**src/hw/rtl/swlct_pkg.sv**
```systemverilog
// swlct_pkg: shared types, constants and helpers for the stopwatch / countdown timer
// used by swlct_in_reg, swlct_core and stopwatch_lap_countdown_timer
// no dependencies
package swlct_pkg;

    localparam int unsigned LAP_MAX = 9999;

    typedef enum logic [2:0] {
        MODE_TICK      = 3'd0,
        MODE_SW_START  = 3'd1,
        MODE_SW_PAUSE  = 3'd2,
        MODE_LAP       = 3'd3,
        MODE_SW_RESET  = 3'd4,
        MODE_CD_START  = 3'd5,
        MODE_CD_PAUSE  = 3'd6,
        MODE_CD_CANCEL = 3'd7
    } t_mode;

    // time held as separate binary fields, hh wide enough for the countdown range
    typedef struct packed {
        logic [6:0] hh;
        logic [5:0] mm;
        logic [5:0] ss;
        logic [6:0] cc;
    } t_time;

    typedef struct packed {
        t_mode      mode;
        logic [6:0] preset_hours;
        logic [5:0] preset_minutes;
        logic [5:0] preset_seconds;
        logic [6:0] preset_centis;
    } t_in_item;

    typedef struct packed {
        logic [31:0] stopwatch_bcd;
        logic [31:0] countdown_bcd;
        logic [13:0] lap_number;
        logic [31:0] split_bcd;
        logic        split_valid;
        logic        alarm_pulse;
        logic        alarm_sounding;
        logic        stopwatch_running;
        logic        countdown_running;
    } t_result;

    // two bcd digits of a value below 100; tens by reciprocal multiply (205 / 2048)
    function automatic logic [7:0] bin2bcd(input logic [6:0] v);
        logic [14:0] prod;
        logic [3:0]  tens;
        logic [6:0]  ones;
        prod = 15'(v) * 15'd205;
        tens = prod[14:11];
        ones = v - 7'(tens) * 7'd10;
        return {tens, ones[3:0]};
    endfunction

    function automatic logic [31:0] time2bcd(input t_time t);
        return {bin2bcd(t.hh), bin2bcd({1'b0, t.mm}), bin2bcd({1'b0, t.ss}), bin2bcd(t.cc)};
    endfunction

endpackage

```
**src/hw/rtl/swlct_in_reg.sv**
```systemverilog
// swlct_in_reg: input register stage of the timer
// depends on swlct_pkg
module swlct_in_reg
    import swlct_pkg::*;
(
    input  logic     i_clk,
    input  logic     i_rst_n,
    input  logic     i_valid,
    input  t_in_item i_item,
    input  logic     i_advance,
    output logic     o_ready,
    output logic     o_valid,
    output t_in_item o_item
);

    logic     r_vld;
    t_in_item r_item;

    assign o_ready = !r_vld || i_advance;
    assign o_valid = r_vld;
    assign o_item  = r_item;

    always_ff @(posedge i_clk) begin
        if (!i_rst_n) begin
            r_vld <= 1'b0;
        end else if (o_ready) begin
            r_vld <= i_valid;
        end
        if (i_valid && o_ready) begin
            r_item <= i_item;
        end
    end

endmodule

```
**src/hw/rtl/swlct_core.sv**
```systemverilog
// swlct_core: timer state and the per-word update, result formed from the next state, split from the current state
// depends on swlct_pkg
module swlct_core
    import swlct_pkg::*;
(
    input  logic     i_clk,
    input  logic     i_rst_n,
    input  logic     i_fire,
    input  t_in_item i_item,
    output t_result  o_result
);

    t_time       r_sw, n_sw;
    t_time       r_cd, n_cd;
    t_time       r_prev, n_prev;
    logic [13:0] r_laps, n_laps;
    logic        r_sw_act, n_sw_act;
    logic        r_cd_act, n_cd_act;
    logic        r_alarm, n_alarm;

    t_time sw_inc, cd_dec, split, preset;
    logic  pulse;
    logic  cd_zero, preset_zero;

    // split = sw - prev modulo one day, borrow rippled field to field
    logic [7:0] d_cc, d_hh;
    logic [6:0] d_ss, d_mm;
    logic       b_cc, b_ss, b_mm;

    always_comb begin
        d_cc = {1'b0, r_sw.cc} - {1'b0, r_prev.cc};
        b_cc = d_cc[7];
        split.cc = b_cc ? 7'(d_cc + 8'd100) : d_cc[6:0];
        d_ss = {1'b0, r_sw.ss} - {1'b0, r_prev.ss} - {6'd0, b_cc};
        b_ss = d_ss[6];
        split.ss = b_ss ? 6'(d_ss + 7'd60) : d_ss[5:0];
        d_mm = {1'b0, r_sw.mm} - {1'b0, r_prev.mm} - {6'd0, b_ss};
        b_mm = d_mm[6];
        split.mm = b_mm ? 6'(d_mm + 7'd60) : d_mm[5:0];
        d_hh = {1'b0, r_sw.hh} - {1'b0, r_prev.hh} - {7'd0, b_mm};
        split.hh = d_hh[7] ? 7'(d_hh + 8'd24) : d_hh[6:0];
    end

    // stopwatch increment; reaching 24 h clears the stopwatch time and stops it
    always_comb begin
        sw_inc = r_sw;
        if (r_sw.cc != 7'd99) begin
            sw_inc.cc = r_sw.cc + 7'd1;
        end else begin
            sw_inc.cc = '0;
            if (r_sw.ss != 6'd59) begin
                sw_inc.ss = r_sw.ss + 6'd1;
            end else begin
                sw_inc.ss = '0;
                if (r_sw.mm != 6'd59) begin
                    sw_inc.mm = r_sw.mm + 6'd1;
                end else begin
                    sw_inc.mm = '0;
                    sw_inc.hh = r_sw.hh + 7'd1;
                end
            end
        end
    end

    // countdown decrement, only used when nonzero
    always_comb begin
        cd_dec = r_cd;
        if (r_cd.cc != 7'd0) begin
            cd_dec.cc = r_cd.cc - 7'd1;
        end else begin
            cd_dec.cc = 7'd99;
            if (r_cd.ss != 6'd0) begin
                cd_dec.ss = r_cd.ss - 6'd1;
            end else begin
                cd_dec.ss = 6'd59;
                if (r_cd.mm != 6'd0) begin
                    cd_dec.mm = r_cd.mm - 6'd1;
                end else begin
                    cd_dec.mm = 6'd59;
                    cd_dec.hh = r_cd.hh - 7'd1;
                end
            end
        end
    end

    always_comb begin
        preset.hh = (i_item.preset_hours > 7'd99) ? 7'd99 : i_item.preset_hours;
        preset.mm = (i_item.preset_minutes > 6'd59) ? 6'd59 : i_item.preset_minutes;
        preset.ss = (i_item.preset_seconds > 6'd59) ? 6'd59 : i_item.preset_seconds;
        preset.cc = (i_item.preset_centis > 7'd99) ? 7'd99 : i_item.preset_centis;
    end

    assign cd_zero     = (r_cd == '0);
    assign preset_zero = (preset == '0);

    always_comb begin
        n_sw     = r_sw;
        n_cd     = r_cd;
        n_prev   = r_prev;
        n_laps   = r_laps;
        n_sw_act = r_sw_act;
        n_cd_act = r_cd_act;
        n_alarm  = r_alarm;
        pulse    = 1'b0;
        unique case (i_item.mode)
            MODE_TICK: begin
                if (r_sw_act) begin
                    if (sw_inc.hh == 7'd24) begin
                        n_sw     = '0;
                        n_sw_act = 1'b0;
                    end else begin
                        n_sw = sw_inc;
                    end
                end
                if (r_cd_act) begin
                    if (!cd_zero) begin
                        n_cd = cd_dec;
                    end
                    if (cd_zero || cd_dec == '0) begin
                        pulse    = 1'b1;
                        n_alarm  = 1'b1;
                        n_cd_act = 1'b0;
                    end
                end
            end
            MODE_SW_START: begin
                n_sw_act = 1'b1;
            end
            MODE_SW_PAUSE: begin
                n_sw_act = 1'b0;
            end
            MODE_LAP: begin
                if (r_laps < 14'(LAP_MAX)) begin
                    n_laps = r_laps + 14'd1;
                end
                n_prev = r_sw;
            end
            MODE_SW_RESET: begin
                n_sw_act = 1'b0;
                n_sw     = '0;
                n_laps   = '0;
                n_prev   = '0;
            end
            MODE_CD_START: begin
                n_alarm = 1'b0;
                if (cd_zero) begin
                    n_cd = preset;
                end
                if (!cd_zero || !preset_zero) begin
                    n_cd_act = 1'b1;
                end
            end
            MODE_CD_PAUSE: begin
                n_cd_act = 1'b0;
                n_alarm  = 1'b0;
            end
            MODE_CD_CANCEL: begin
                n_cd_act = 1'b0;
                n_alarm  = 1'b0;
                n_cd     = '0;
            end
            default: ;
        endcase
    end

    always_comb begin
        o_result.stopwatch_bcd     = time2bcd(n_sw);
        o_result.countdown_bcd     = time2bcd(n_cd);
        o_result.lap_number        = n_laps;
        o_result.split_valid       = (i_item.mode == MODE_LAP);
        o_result.split_bcd         = o_result.split_valid ? time2bcd(split) : '0;
        o_result.alarm_pulse       = pulse;
        o_result.alarm_sounding    = n_alarm;
        o_result.stopwatch_running = n_sw_act;
        o_result.countdown_running = n_cd_act;
    end

    always_ff @(posedge i_clk) begin
        if (!i_rst_n) begin
            r_sw     <= '0;
            r_cd     <= '0;
            r_prev   <= '0;
            r_laps   <= '0;
            r_sw_act <= 1'b0;
            r_cd_act <= 1'b0;
            r_alarm  <= 1'b0;
        end else if (i_fire) begin
            r_sw     <= n_sw;
            r_cd     <= n_cd;
            r_prev   <= n_prev;
            r_laps   <= n_laps;
            r_sw_act <= n_sw_act;
            r_cd_act <= n_cd_act;
            r_alarm  <= n_alarm;
        end
    end

endmodule

```
**src/hw/rtl/stopwatch_lap_countdown_timer.sv**
```systemverilog
// stopwatch_lap_countdown_timer: top level, input register, timer core, result register
// depends on swlct_pkg, swlct_in_reg, swlct_core
//
//  channel | dir | handshake          | payload
//  s_      | in  | s_tvalid/s_tready  | s_tuser mode, s_tdata presets
//  m_      | out | m_tvalid/m_tready  | m_tuser split_valid, m_tdata times, laps, flags
//
// each word gives exactly one result word, which passes the input register and the result register on its way to m_
// one word per cycle sustained while m_ does not stall; the single state update per word in swlct_core sets this
// reset clears both timers, the lap count, the alarm and both pipeline stages
// a stalled m_ side holds its word; s_ keeps taking words until the input register fills
module stopwatch_lap_countdown_timer
    import swlct_pkg::*;
(
    input  logic         i_clk,
    input  logic         i_rst_n,
    input  logic         s_tvalid,
    output logic         s_tready,
    // [6:0] preset_hours, [12:7] preset_minutes, [18:13] preset_seconds,
    // [25:19] preset_centis, [31:26] zero
    input  logic [31:0]  s_tdata,
    // [2:0] mode
    input  logic [2:0]   s_tuser,
    output logic         m_tvalid,
    input  logic         m_tready,
    // [31:0] stopwatch_bcd, [63:32] countdown_bcd, [77:64] lap_number,
    // [109:78] split_bcd, [110] alarm_pulse, [111] alarm_sounding,
    // [112] stopwatch_running, [113] countdown_running, [119:114] zero
    output logic [119:0] m_tdata,
    // [0] split_valid
    output logic [0:0]   m_tuser
);

    t_in_item s_item, q_item;
    logic     q_valid;
    logic     advance;
    logic     fire;
    t_result  core_res;
    t_result  r_res;
    logic     r_out_vld;

    assign s_item.mode           = t_mode'(s_tuser);
    assign s_item.preset_hours   = s_tdata[6:0];
    assign s_item.preset_minutes = s_tdata[12:7];
    assign s_item.preset_seconds = s_tdata[18:13];
    assign s_item.preset_centis  = s_tdata[25:19];

    assign advance = !r_out_vld || m_tready;
    assign fire    = q_valid && advance;

    swlct_in_reg u_in_reg (
        .i_clk     (i_clk),
        .i_rst_n   (i_rst_n),
        .i_valid   (s_tvalid),
        .i_item    (s_item),
        .i_advance (advance),
        .o_ready   (s_tready),
        .o_valid   (q_valid),
        .o_item    (q_item)
    );

    swlct_core u_core (
        .i_clk    (i_clk),
        .i_rst_n  (i_rst_n),
        .i_fire   (fire),
        .i_item   (q_item),
        .o_result (core_res)
    );

    always_ff @(posedge i_clk) begin
        if (!i_rst_n) begin
            r_out_vld <= 1'b0;
        end else if (advance) begin
            r_out_vld <= q_valid;
        end
        if (fire) begin
            r_res <= core_res;
        end
    end

    assign m_tvalid = r_out_vld;
    assign m_tuser  = r_res.split_valid;
    assign m_tdata  = {6'd0,
                       r_res.countdown_running,
                       r_res.stopwatch_running,
                       r_res.alarm_sounding,
                       r_res.alarm_pulse,
                       r_res.split_bcd,
                       r_res.lap_number,
                       r_res.countdown_bcd,
                       r_res.stopwatch_bcd};

endmodule

```
**config.mk**
```make
export PLATFORM = sky130hd
export DESIGN_NAME = stopwatch_lap_countdown_timer
export DESIGN_NICKNAME = d
export VERILOG_FILES = /design/src/hw/rtl/swlct_pkg.sv /design/src/hw/rtl/swlct_in_reg.sv /design/src/hw/rtl/swlct_core.sv /design/src/hw/rtl/stopwatch_lap_countdown_timer.sv
export SDC_FILE = /design/constraint.sdc
export NUM_CORES = 1
export LEC_CHECK = 0
export BUFFER_PORTS_ARGS = -buffer_cell sky130_fd_sc_hd__buf_4
export CORE_UTILIZATION = 39
export DETAILED_ROUTE_END_ITERATION = 12
export GPL_TIMING_DRIVEN = 0
export REMOVE_ABC_BUFFERS = 1
export SYNTH_ARGS = -nofsm -noshare
export SYNTH_HDL_FRONTEND = slang
export SYNTH_SLANG_ARGS = --single-unit
```
**constraint.sdc**
```tcl
create_clock -name i_clk -period 12.7 [get_ports i_clk]
set_input_delay 0.635 -clock i_clk [delete_from_list [all_inputs] [get_ports i_clk]]
set_output_delay 0.635 -clock i_clk [all_outputs]
set_load 0.005 [all_outputs]
```
==> results.cfg, run 1 <==
[setup_path]
worst_r2r_path_depth = 55
timing.setup.critical_path_class = reg2reg
worst_reg2reg_path_startpoint = u_core.r_prev[1]
crit_path_max_fanout = 5
crit_path_frequent_cell = ha_1
cpPeakStageDelay_ns = 0.51
cp_data_required_time_ns = 12.99
startpoint_type = register
setup.worst_path.end_class = register
critPathSlowestCell = fa_1
worstPathArrival_ns = 12.12
regToRegSetupSlack_ns = 0.88
worst_r2r_endpoint = m_tdata[105]

[power_and_ir_drop]
power.share.switching_pct = 39.99
relative_contribution_of_sequential_cells_to_total_power_pct = 20.8
net_switching_power_of_the_design_mw = 1.777
power_frac_comb_pct = 59.2
peakVddDrop_mv = 0.1881
total_power_mw = 4.443
p_leak_nw = 11.80
clockPowerShare_pct = 20.0
power.density_mw_per_mm2 = 180.9
p_int_mw = 2.666

[yosys]
yosys_warnings = 0
top_cells_by_area_synth = ha_1 (23%), edfxtp_1 (19%), fa_1 (9.3%)
synth_area_leader_cell = ha_1
synthCells = 2269
synth_top_area_share_pct = 23.18
async_reset_ff_share_pct = 0
synth_enable_flop_cells = 138
synth_flop_cell = edfxtp_1
synthesis.area_mm2 = 0.02169
yosysUniqueCellTypes = 99
synth_sequential_area_ratio_pct = 28.05
synth.avg_cell_area_um2 = 9.561
yosys_register_bits = 235

[timing]
tightestPinTransition_ns = 1.251
fin_worst_skew_ns = 0.03622
grt_setup_unrepaired = no
final-max-slew-violation-count = 0
timing.final.crit_share_pct = 93.09
finalWorstPathRequiredPeriod_ns = 11.82
hold_viol = 0
worst_slew_margin_rel_pct = 15.89
worst_hold_slack_ns = 0.2076
fmax_mhz = 84.58
totalNegativeSetupSlack_ns = 0
finalSetupViolations = 0

[clock_tree]
clk_path_buf_depth = 3
clock_sink_count = 235
h_tree_depth_reported_by_cts = 1
cts-root-buf = clkbuf_16
cts_buf_count = 29
worst_skew_pair.late_latency_ns = 0.60
clk_pin_slew_ns = 0.06
cts_tree = built

[routing]
wl_per_cell_um = 15.64
vias = 16350
detail-route-antenna-nets = 0
wl_mm = 49.22
drt_pass1_iterations = 5
vias_per_cell = 5.196
first_iter_violations = 859
remaining_drc_errors = 0

[cells_and_area]
syn_to_final_growth_pct = 13.24
num_antenna_cells = 0
final_net_count = 2917
layout_commonest_cell = ha_1
most_used_cells_in_the_layout_excluding_fill_and_tap_cells = ha_1 (402), inv_1 (289), nor2_1 (168), buf_4 (147), nand2_1 (141)
n_fill_cell = 5223
post_route_cells_drive_above_1_share_pct = 11.34

[hold_path]
worstHoldStart = s_tdata[19]
hold_path.class = in2reg
hold_depth = 1
min_to = u_in_reg.o_item[0]

[floorplanning]
standard_cell_core_area_mm2 = 0.05499
std_cell_rows = 86
die_area_mm2 = 0.05658
start_util_pct = 39.46
io-pin-count = 162
fp.dieH_um = 237.9
chipWidth_um = 237.9

[grt]
number_of_global_route_vias_before_repair = 16690
global_route_wire_length_before_repair_mm = 81.59
globalRoute.totalOverflow = 0
grt_start_max_net_pins = 128
antenna_found_initial = 0
grt_util_overall_pct = 17.48

[flow_run]
maxCapViolations = 0

[placed_design]
portBuffers = 143
finalWeightedCongestion = 0.8958
detailed_place_hpwl_mm = 37.94

[run_status]
run_status = finished clean
[cells in the mapped netlist, drive strengths merged, types with 6 or more instances]
library cell    n
a31oi          32
o21a            9
nor3           36
o21ai          91
a211oi         42
nor2b          15
or3             7
edfxtp        138
a21oi         115
nand3b         10
buf            32
dfxtp          97
or2            22
a311oi          7
nor2          170
inv           293
nand3          79
ha            402
nor4           16
a21boi          6
xnor2          79
nand2         142
nand2b         22
clkbuf         55
nand4          20
or4             6
xor2           46
and4            9
a21o           19
mux2i           7
and2           21
o21bai         10
fa            101
and3           12
nand4b          7
o31ai          12
[per-stage QoR]
step,cell area [µm²],utilization (%),cells,worst slack (ns)
after floorplan,21330,-,2193,1.479
after global placement,23340,42.44,3084,-0.02114
after detailed placement,23450,42.65,3089,-0.2746
after CTS,24490,44.54,3144,0.1405
after global routing,24570,44.68,3146,0.04230
final,24570,44.68,3146,0.8770
[power groups by stage]
stage | Combinational (mW) | Clock [mW] | Sequential [mW]
global placement | 2.53 | 0 | 0.942
floorplan | 2.04 | 0 | 0.934
finish | 2.63 | 0.891 | 0.922
CTS | 2.67 | 0.921 | 0.923
detailed placement | 2.63 | 0 | 0.939
global route | 3.06 | 0.947 | 0.929
[cell type report]
cell class                 instances  area (µm²)  area share, %
tap                              748       935.9          3.810
sequential                       235        6090          24.79
clock inverter                    16       235.2         0.9575
clock buffer                      38       779.5          3.173
inverter                         294        1116          4.543
timing repair buffer             151        1180          4.803
multi-input combinational       1664       14230          57.92
[worst max-delay path: cells and delay by family (launching register included)]
| family | cells | cell delay (ns) |
|---|---|---|
| buf+inv | 5 | 0.29 |
| flops | 1 | 0.32 |
| simple gates | 6 | 0.90 |
| compound gates | 21 | 3.87 |
| fa+ha+maj | 14 | 4.40 |
| xor+xnor | 9 | 1.73 |
[how the worst max path moves through the flow]
stage                              end             start
after global placement    m_tdata[105]    u_core.r_sw[1]
after floorplan           m_tdata[105]    u_core.r_sw[1]
after detailed placement  m_tdata[105]    u_core.r_sw[1]
final                     m_tdata[105]  u_core.r_prev[1]
after global routing      m_tdata[105]  u_core.r_prev[1]
after CTS                 m_tdata[105]    u_core.r_sw[1]
[flip-flops by register name, indices dropped and copies added (netlist names)]
signal and count:
u_core.r_laps 14, u_core.r_sw 26, u_core.r_cd 26, m_tdata 108, u_core.r_cd_act 1, u_in_reg.o_item 29, u_core.r_sw_act 1, m_tvalid 1
u_core.r_prev 26, m_tuser 1, u_in_reg.o_valid 1, u_core.r_alarm 1
[kinds of logic (layout without fill, tap and decap cells)]
logic type	Yosys count	count (layout)	share of synthesized area (%)
simple gates	602	602	13.92
other cells	1	12	0.01729
compound gates	408	408	12.50
xor+xnor	130	130	5.606
buf+inv	381	499	6.973
mux	9	9	0.4268
flops	235	235	28.05
fa+ha+maj	503	503	32.50
[repair_timing]
item,CTS,global route
pin swaps,1,3
setup buffers,1,1
setup endpoints to repair,2,2
gates resized for setup,3,13
hold buffers,0,0
gates cloned,0,0
[per-layer routing]
metal	track usage [%]	vias up	part of all wire, %
li1	-	8160	-
met4	5.415	0	2.5
met1	21.18	7778	43
met5	0	-	0
met2	31.93	332	50
met3	2.267	77	3.9
No activity file was read; power rests on OpenSTA's default activity.
==> run 2, diff against run 1 <==
==> constraint.sdc (replaced) <==
create_clock -name i_clk -period 13.83 [get_ports i_clk]
set_input_delay 0.6915 -clock i_clk [delete_from_list [all_inputs] [get_ports i_clk]]
set_output_delay 0.6915 -clock i_clk [all_outputs]
set_load 0.005 [all_outputs]
==> results.cfg, run 2 (synthesized netlist as in run 1, its figures left out) <==
[run_status]
run_status = finished clean

[timing]
fmax_mhz = 78.45
timing.final.crit_share_pct = 92.16
final-max-slew-violation-count = 0
fin_worst_skew_ns = 0.03322
hold_viol = 0
totalNegativeSetupSlack_ns = 0
finalSetupViolations = 0
grt_setup_unrepaired = no
tightestPinTransition_ns = 1.254
worst_hold_slack_ns = 0.2657
worst_slew_margin_rel_pct = 15.86
finalWorstPathRequiredPeriod_ns = 12.75
layout_setup_ws_ns = 1.084

[grt]
number_of_global_route_vias_before_repair = 16680
grt_start_max_net_pins = 128
global_route_wire_length_before_repair_mm = 81.54
grt_util_overall_pct = 17.47
globalRoute.totalOverflow = 0
antenna_found_initial = 0

[routing]
wl_per_cell_um = 15.63
drt_pass1_iterations = 5
vias_per_cell = 5.199
detail-route-antenna-nets = 0
wl_mm = 49.14
vias = 16350
remaining_drc_errors = 0
first_iter_violations = 831

[setup_path]
setup.worst_path.end_class = register
startpoint_type = register
critical_path_buf_inv_count = 4
crit_path_max_fanout = 7
timing.setup.critical_path_class = reg2reg
worstPathArrival_ns = 13.04
regToRegSetupSlack_ns = 1.08
worst_r2r_endpoint = m_tdata[105]
worst_r2r_path_depth = 53
cp_data_required_time_ns = 14.13
cpPeakStageDelay_ns = 0.51
crit_family = adder cells
critPathSlowestCell = fa_1
worst_reg2reg_path_startpoint = u_core.r_sw[1]

[power_and_ir_drop]
power.density_mw_per_mm2 = 166.1
power.share.switching_pct = 39.98
relative_contribution_of_sequential_cells_to_total_power_pct = 20.8
p_leak_nw = 11.77
clockPowerShare_pct = 20.1
net_switching_power_of_the_design_mw = 1.626
peakVddDrop_mv = 0.1727
power_frac_comb_pct = 59.1
p_int_mw = 2.441

[floorplanning]
std_cell_rows = 86
start_util_pct = 39.46
fp.dieH_um = 237.9
chipWidth_um = 237.9
standard_cell_core_area_mm2 = 0.05499
io-pin-count = 162
die_area_mm2 = 0.05658

[hold_path]
hold_path.class = in2reg
min_to = u_in_reg.o_item[0]
worstHoldStart = s_tdata[19]
hold_depth = 1

[clock_tree]
cts_buf_count = 29
cts_resizes = 0
cts-root-buf = clkbuf_16
clk_pin_slew_ns = 0.06
clock_sink_count = 235
cts_setup_buffers = 0
cts_tree = built
h_tree_depth_reported_by_cts = 1
clk_path_buf_depth = 3
worst_skew_pair.late_latency_ns = 0.60
post_cts_hold_buffer_count = 0

[placed_design]
placed_cell_area_mm2 = 0.02345
finalWeightedCongestion = 0.8958
portBuffers = 143
pre_cts_slack_ns = 0.8554
placedCellCount = 3089
detailed_place_hpwl_mm = 37.94

[cells_and_area]
number_of_cells_in_the_finished_layout_apart_from_fillers = 3144
multi_input_gate_area_mm2 = 0.01417
layout_commonest_cell = ha_1
syn_to_final_growth_pct = 12.87
final-seq-area_mm2 = 0.006086
largest_register_ffs = 108
fin_area_mm2 = 0.02449
most_used_cells_in_the_layout_excluding_fill_and_tap_cells = ha_1 (402), inv_1 (289), nor2_1 (168), buf_4 (145), nand2_1 (141)
num_antenna_cells = 0
final_net_count = 2915
n_fill_cell = 5226
post_route_cells_drive_above_1_share_pct = 10.73

[flow_run]
maxCapViolations = 0
[run 2: cell types whose count changed in the layout (fill, tap and decap cells not counted), sizes merged]
| cell | delta |
|---|---|
| buf | -2 |
[run 2: metrics by stage]
stage	power, mW	utilization, %
finish	4.067	44.53
global route	4.523	44.53
detailed placement	3.276	42.65
global placement	3.184	42.44
CTS	4.141	44.50
floorplan	2.735	-
[run 2: layout make-up]
class	instances	area share [%]
repair buffers	149	4.757
multi-input cells	1664	57.87
clock buffers	38	3.183
inverters	294	4.558
well taps	748	3.822
clock inverters	16	0.9606
flip-flops and latches	235	24.85
[run 2: how the worst max path moves through the flow]
stage                         from            to  slack [ns]  cells past startpoint
finish              u_core.r_sw[1]  m_tdata[105]        1.08                     53
global route        u_core.r_sw[1]  m_tdata[105]        0.14                     53
CTS                 u_core.r_sw[1]  m_tdata[105]        0.77                     53
detailed placement  u_core.r_sw[1]  m_tdata[105]        0.86                     53
global placement    u_core.r_sw[1]  m_tdata[105]        1.11                     53
floorplan           u_core.r_sw[1]  m_tdata[105]        2.61                     54
[run 2: metal layers]
metal  routed length, µm  vias up  track usage, %
met1               21170     7778           21.19
met2               24750      340           31.88
met5                   0        -               0
met3                2038       73           2.267
li1                    -     8154               -
met4                1185        0           5.415
[run 2: power by group through the flow]
stage          sequential (mW)  combinational (mW)  clock (mW)
5_1_grt                  0.853                2.80       0.870
3_5_place_dp             0.862                2.41           0
2_1_floorplan            0.857                1.88           0
6_report                 0.847                2.40       0.817
4_1_cts                  0.847                2.45       0.846
3_3_place_gp             0.865                2.32           0
==> run 3, diff against run 2 <==
--- a/config.mk
+++ b/config.mk
@@ -6,9 +6,11 @@
 export NUM_CORES = 1
 export LEC_CHECK = 0
 export BUFFER_PORTS_ARGS = -buffer_cell sky130_fd_sc_hd__buf_4
-export CORE_UTILIZATION = 39
+export CORE_MARGIN = 2
+export CORE_UTILIZATION = 50
 export DETAILED_ROUTE_END_ITERATION = 12
 export GPL_TIMING_DRIVEN = 0
+export PLACE_DENSITY = 0.68
 export REMOVE_ABC_BUFFERS = 1
 export SYNTH_ARGS = -nofsm -noshare
 export SYNTH_HDL_FRONTEND = slang
==> constraint.sdc (replaced) <==
create_clock -name i_clk -period 12.7 [get_ports i_clk]
set_input_delay 0.635 -clock i_clk [delete_from_list [all_inputs] [get_ports i_clk]]
set_output_delay 0.635 -clock i_clk [all_outputs]
set_load 0.005 [all_outputs]
==> results.cfg, run 3 (synthesized netlist as in run 1, its figures left out) <==
[floorplanning]
fp.dieH_um = 212.3
std_cell_rows = 76
chipWidth_um = 212.3
io-pin-count = 162
standard_cell_core_area_mm2 = 0.04298
die_area_mm2 = 0.04507
start_util_pct = 50.47

[setup_path]
crit_family = adder cells
worstPathArrival_ns = 12.15
worst_reg2reg_path_startpoint = u_core.r_prev[1]
critPathSlowestCell = fa_1
startpoint_type = register
cp_data_required_time_ns = 12.98
worst_r2r_endpoint = m_tdata[105]
critical_path_buf_inv_count = 5
crit_path_max_fanout = 5
regToRegSetupSlack_ns = 0.84
setup.worst_path.end_class = register
crit_path_frequent_cell = ha_1
timing.setup.critical_path_class = reg2reg
cpPeakStageDelay_ns = 0.51
worst_r2r_path_depth = 55

[placed_design]
detailed_place_hpwl_mm = 37.60
placed_cell_area_mm2 = 0.02327
pre_cts_slack_ns = -0.2613
placedCellCount = 2927
portBuffers = 143
finalWeightedCongestion = 0.9151

[hold_path]
hold_depth = 1
worstHoldStart = s_tdata[0]
min_to = u_in_reg.o_item[19]
hold_path.class = in2reg

[cells_and_area]
largest_register_ffs = 108
final_net_count = 2917
most_used_cells_in_the_layout_excluding_fill_and_tap_cells = ha_1 (402), inv_1 (289), nor2_1 (168), buf_4 (145), nand2_1 (141)
fin_area_mm2 = 0.02437
post_route_cells_drive_above_1_share_pct = 11.34
syn_to_final_growth_pct = 12.35
n_fill_cell = 3813
final_design_utilization_pct = 56.71
num_antenna_cells = 0
number_of_cells_in_the_finished_layout_apart_from_fillers = 2983
final-seq-area_mm2 = 0.006090
layout_commonest_cell = ha_1
multi_input_gate_area_mm2 = 0.01421

[clock_tree]
worst_skew_pair.late_latency_ns = 0.59
clock_sink_count = 235
post_cts_hold_buffer_count = 0
cts_tree = built
cts_buf_count = 29
cts-root-buf = clkbuf_16
clk_pin_slew_ns = 0.06
h_tree_depth_reported_by_cts = 1
clk_path_buf_depth = 3

[routing]
remaining_drc_errors = 0
wl_per_cell_um = 16.15
wl_mm = 48.19
drt_pass1_iterations = 6
vias_per_cell = 5.533
detail-route-antenna-nets = 0
vias = 16510
first_iter_violations = 878

[timing]
worst_hold_slack_ns = 0.2152
worst_slew_margin_rel_pct = 9.051
fmax_mhz = 84.30
layout_setup_ws_ns = 0.8370
final-max-slew-violation-count = 0
tightestPinTransition_ns = 1.359
finalSetupViolations = 0
timing.final.crit_share_pct = 93.41
grt_setup_unrepaired = no
finalWorstPathRequiredPeriod_ns = 11.86
hold_viol = 0
fin_worst_skew_ns = 0.02002

[grt]
grt_util_overall_pct = 21.76
number_of_global_route_vias_before_repair = 16670
globalRoute.totalOverflow = 0
antenna_found_initial = 0
global_route_wire_length_before_repair_mm = 80.55
grt_start_max_net_pins = 110

[power_and_ir_drop]
clockPowerShare_pct = 19.8
power_frac_comb_pct = 59.5
relative_contribution_of_sequential_cells_to_total_power_pct = 20.7
net_switching_power_of_the_design_mw = 1.776
p_int_mw = 2.678
peakVddDrop_mv = 0.2898
power.share.switching_pct = 39.87
power.density_mw_per_mm2 = 182.7
p_leak_nw = 11.80

[flow_run]
maxCapViolations = 0

[run_status]
run_status = finished clean
==> run 3: cell count changes in the layout (fill, tap and decap cells not counted), sizes merged <==
cell | before | now
clkinv | 7 | 12
clkbuf | 39 | 35
buf | 148 | 151
inv | 297 | 294
clkinvlp | 1 | 2
==> run 3: repair_timing <==
| item | CTS | global route |
|---|---|---|
| setup buffers | 0 | 2 |
| pin swaps | 0 | 3 |
| gates resized for setup | 3 | 12 |
| setup endpoints to repair | 1 | 2 |
==> run 3: power groups by stage <==
stage / clock network [mW] / registers, mW / logic, mW
4_1_cts: 0.902 / 0.922 / 2.69
3_5_place_dp: 0 / 0.938 / 2.66
5_1_grt: 0.934 / 0.928 / 3.09
6_report: 0.882 / 0.923 / 2.65
2_1_floorplan: 0 / 0.934 / 2.04
3_3_place_gp: 0 / 0.941 / 2.51
==> run 3: per-layer routing <==
layer  vias to the layer above  share of wire (%)  track usage [%]
li1                       8159                  -                -
met1                      7862                 43            26.95
met2                       388                 50            39.50
met3                        97                4.2            2.260
met4                         0                2.9            7.258
met5                         -                  0                0
==> run 3: worst max-delay path by stage <==
stage,startpoint,end,slack (ns),cells after the start
after floorplan,u_core.r_sw[1],m_tdata[105],1.48,54
after global routing,u_core.r_prev[1],m_tdata[105],0.03,55
after detailed placement,u_core.r_sw[1],m_tdata[105],-0.26,53
after global placement,u_core.r_sw[1],m_tdata[105],0.06,53
final,u_core.r_prev[1],m_tdata[105],0.84,55
after CTS,u_core.r_sw[1],m_tdata[105],0.02,54
==> run 3: worst register-to-register path, delay by kind of cell, from the launching register on <==
family | cells | cell delay, ns
and+or+nand+nor | 6 | 0.88
DFF | 1 | 0.34
buffers and inverters | 5 | 0.30
xor gates and xnor gates | 9 | 1.76
AOI/OAI and AO/OA | 21 | 3.85
adders and majority gates | 14 | 4.50
==> run 3: cell type report <==
class	count	share of cell area, %
multi-input combinational	1664	58.31
sequential	235	24.98
timing repair buffer	151	4.933
inverter	294	4.563
clock buffer	35	3.193
tap	585	3.003
clock inverter	19	1.011
==> run 3: metrics by stage <==
step	setup TNS (ns)	power, mW
after floorplan	0	2.978
after global routing	0	4.949
after CTS	0	4.514
after detailed placement	-0.2613	3.600
after global placement	0	3.455
final	0	4.454
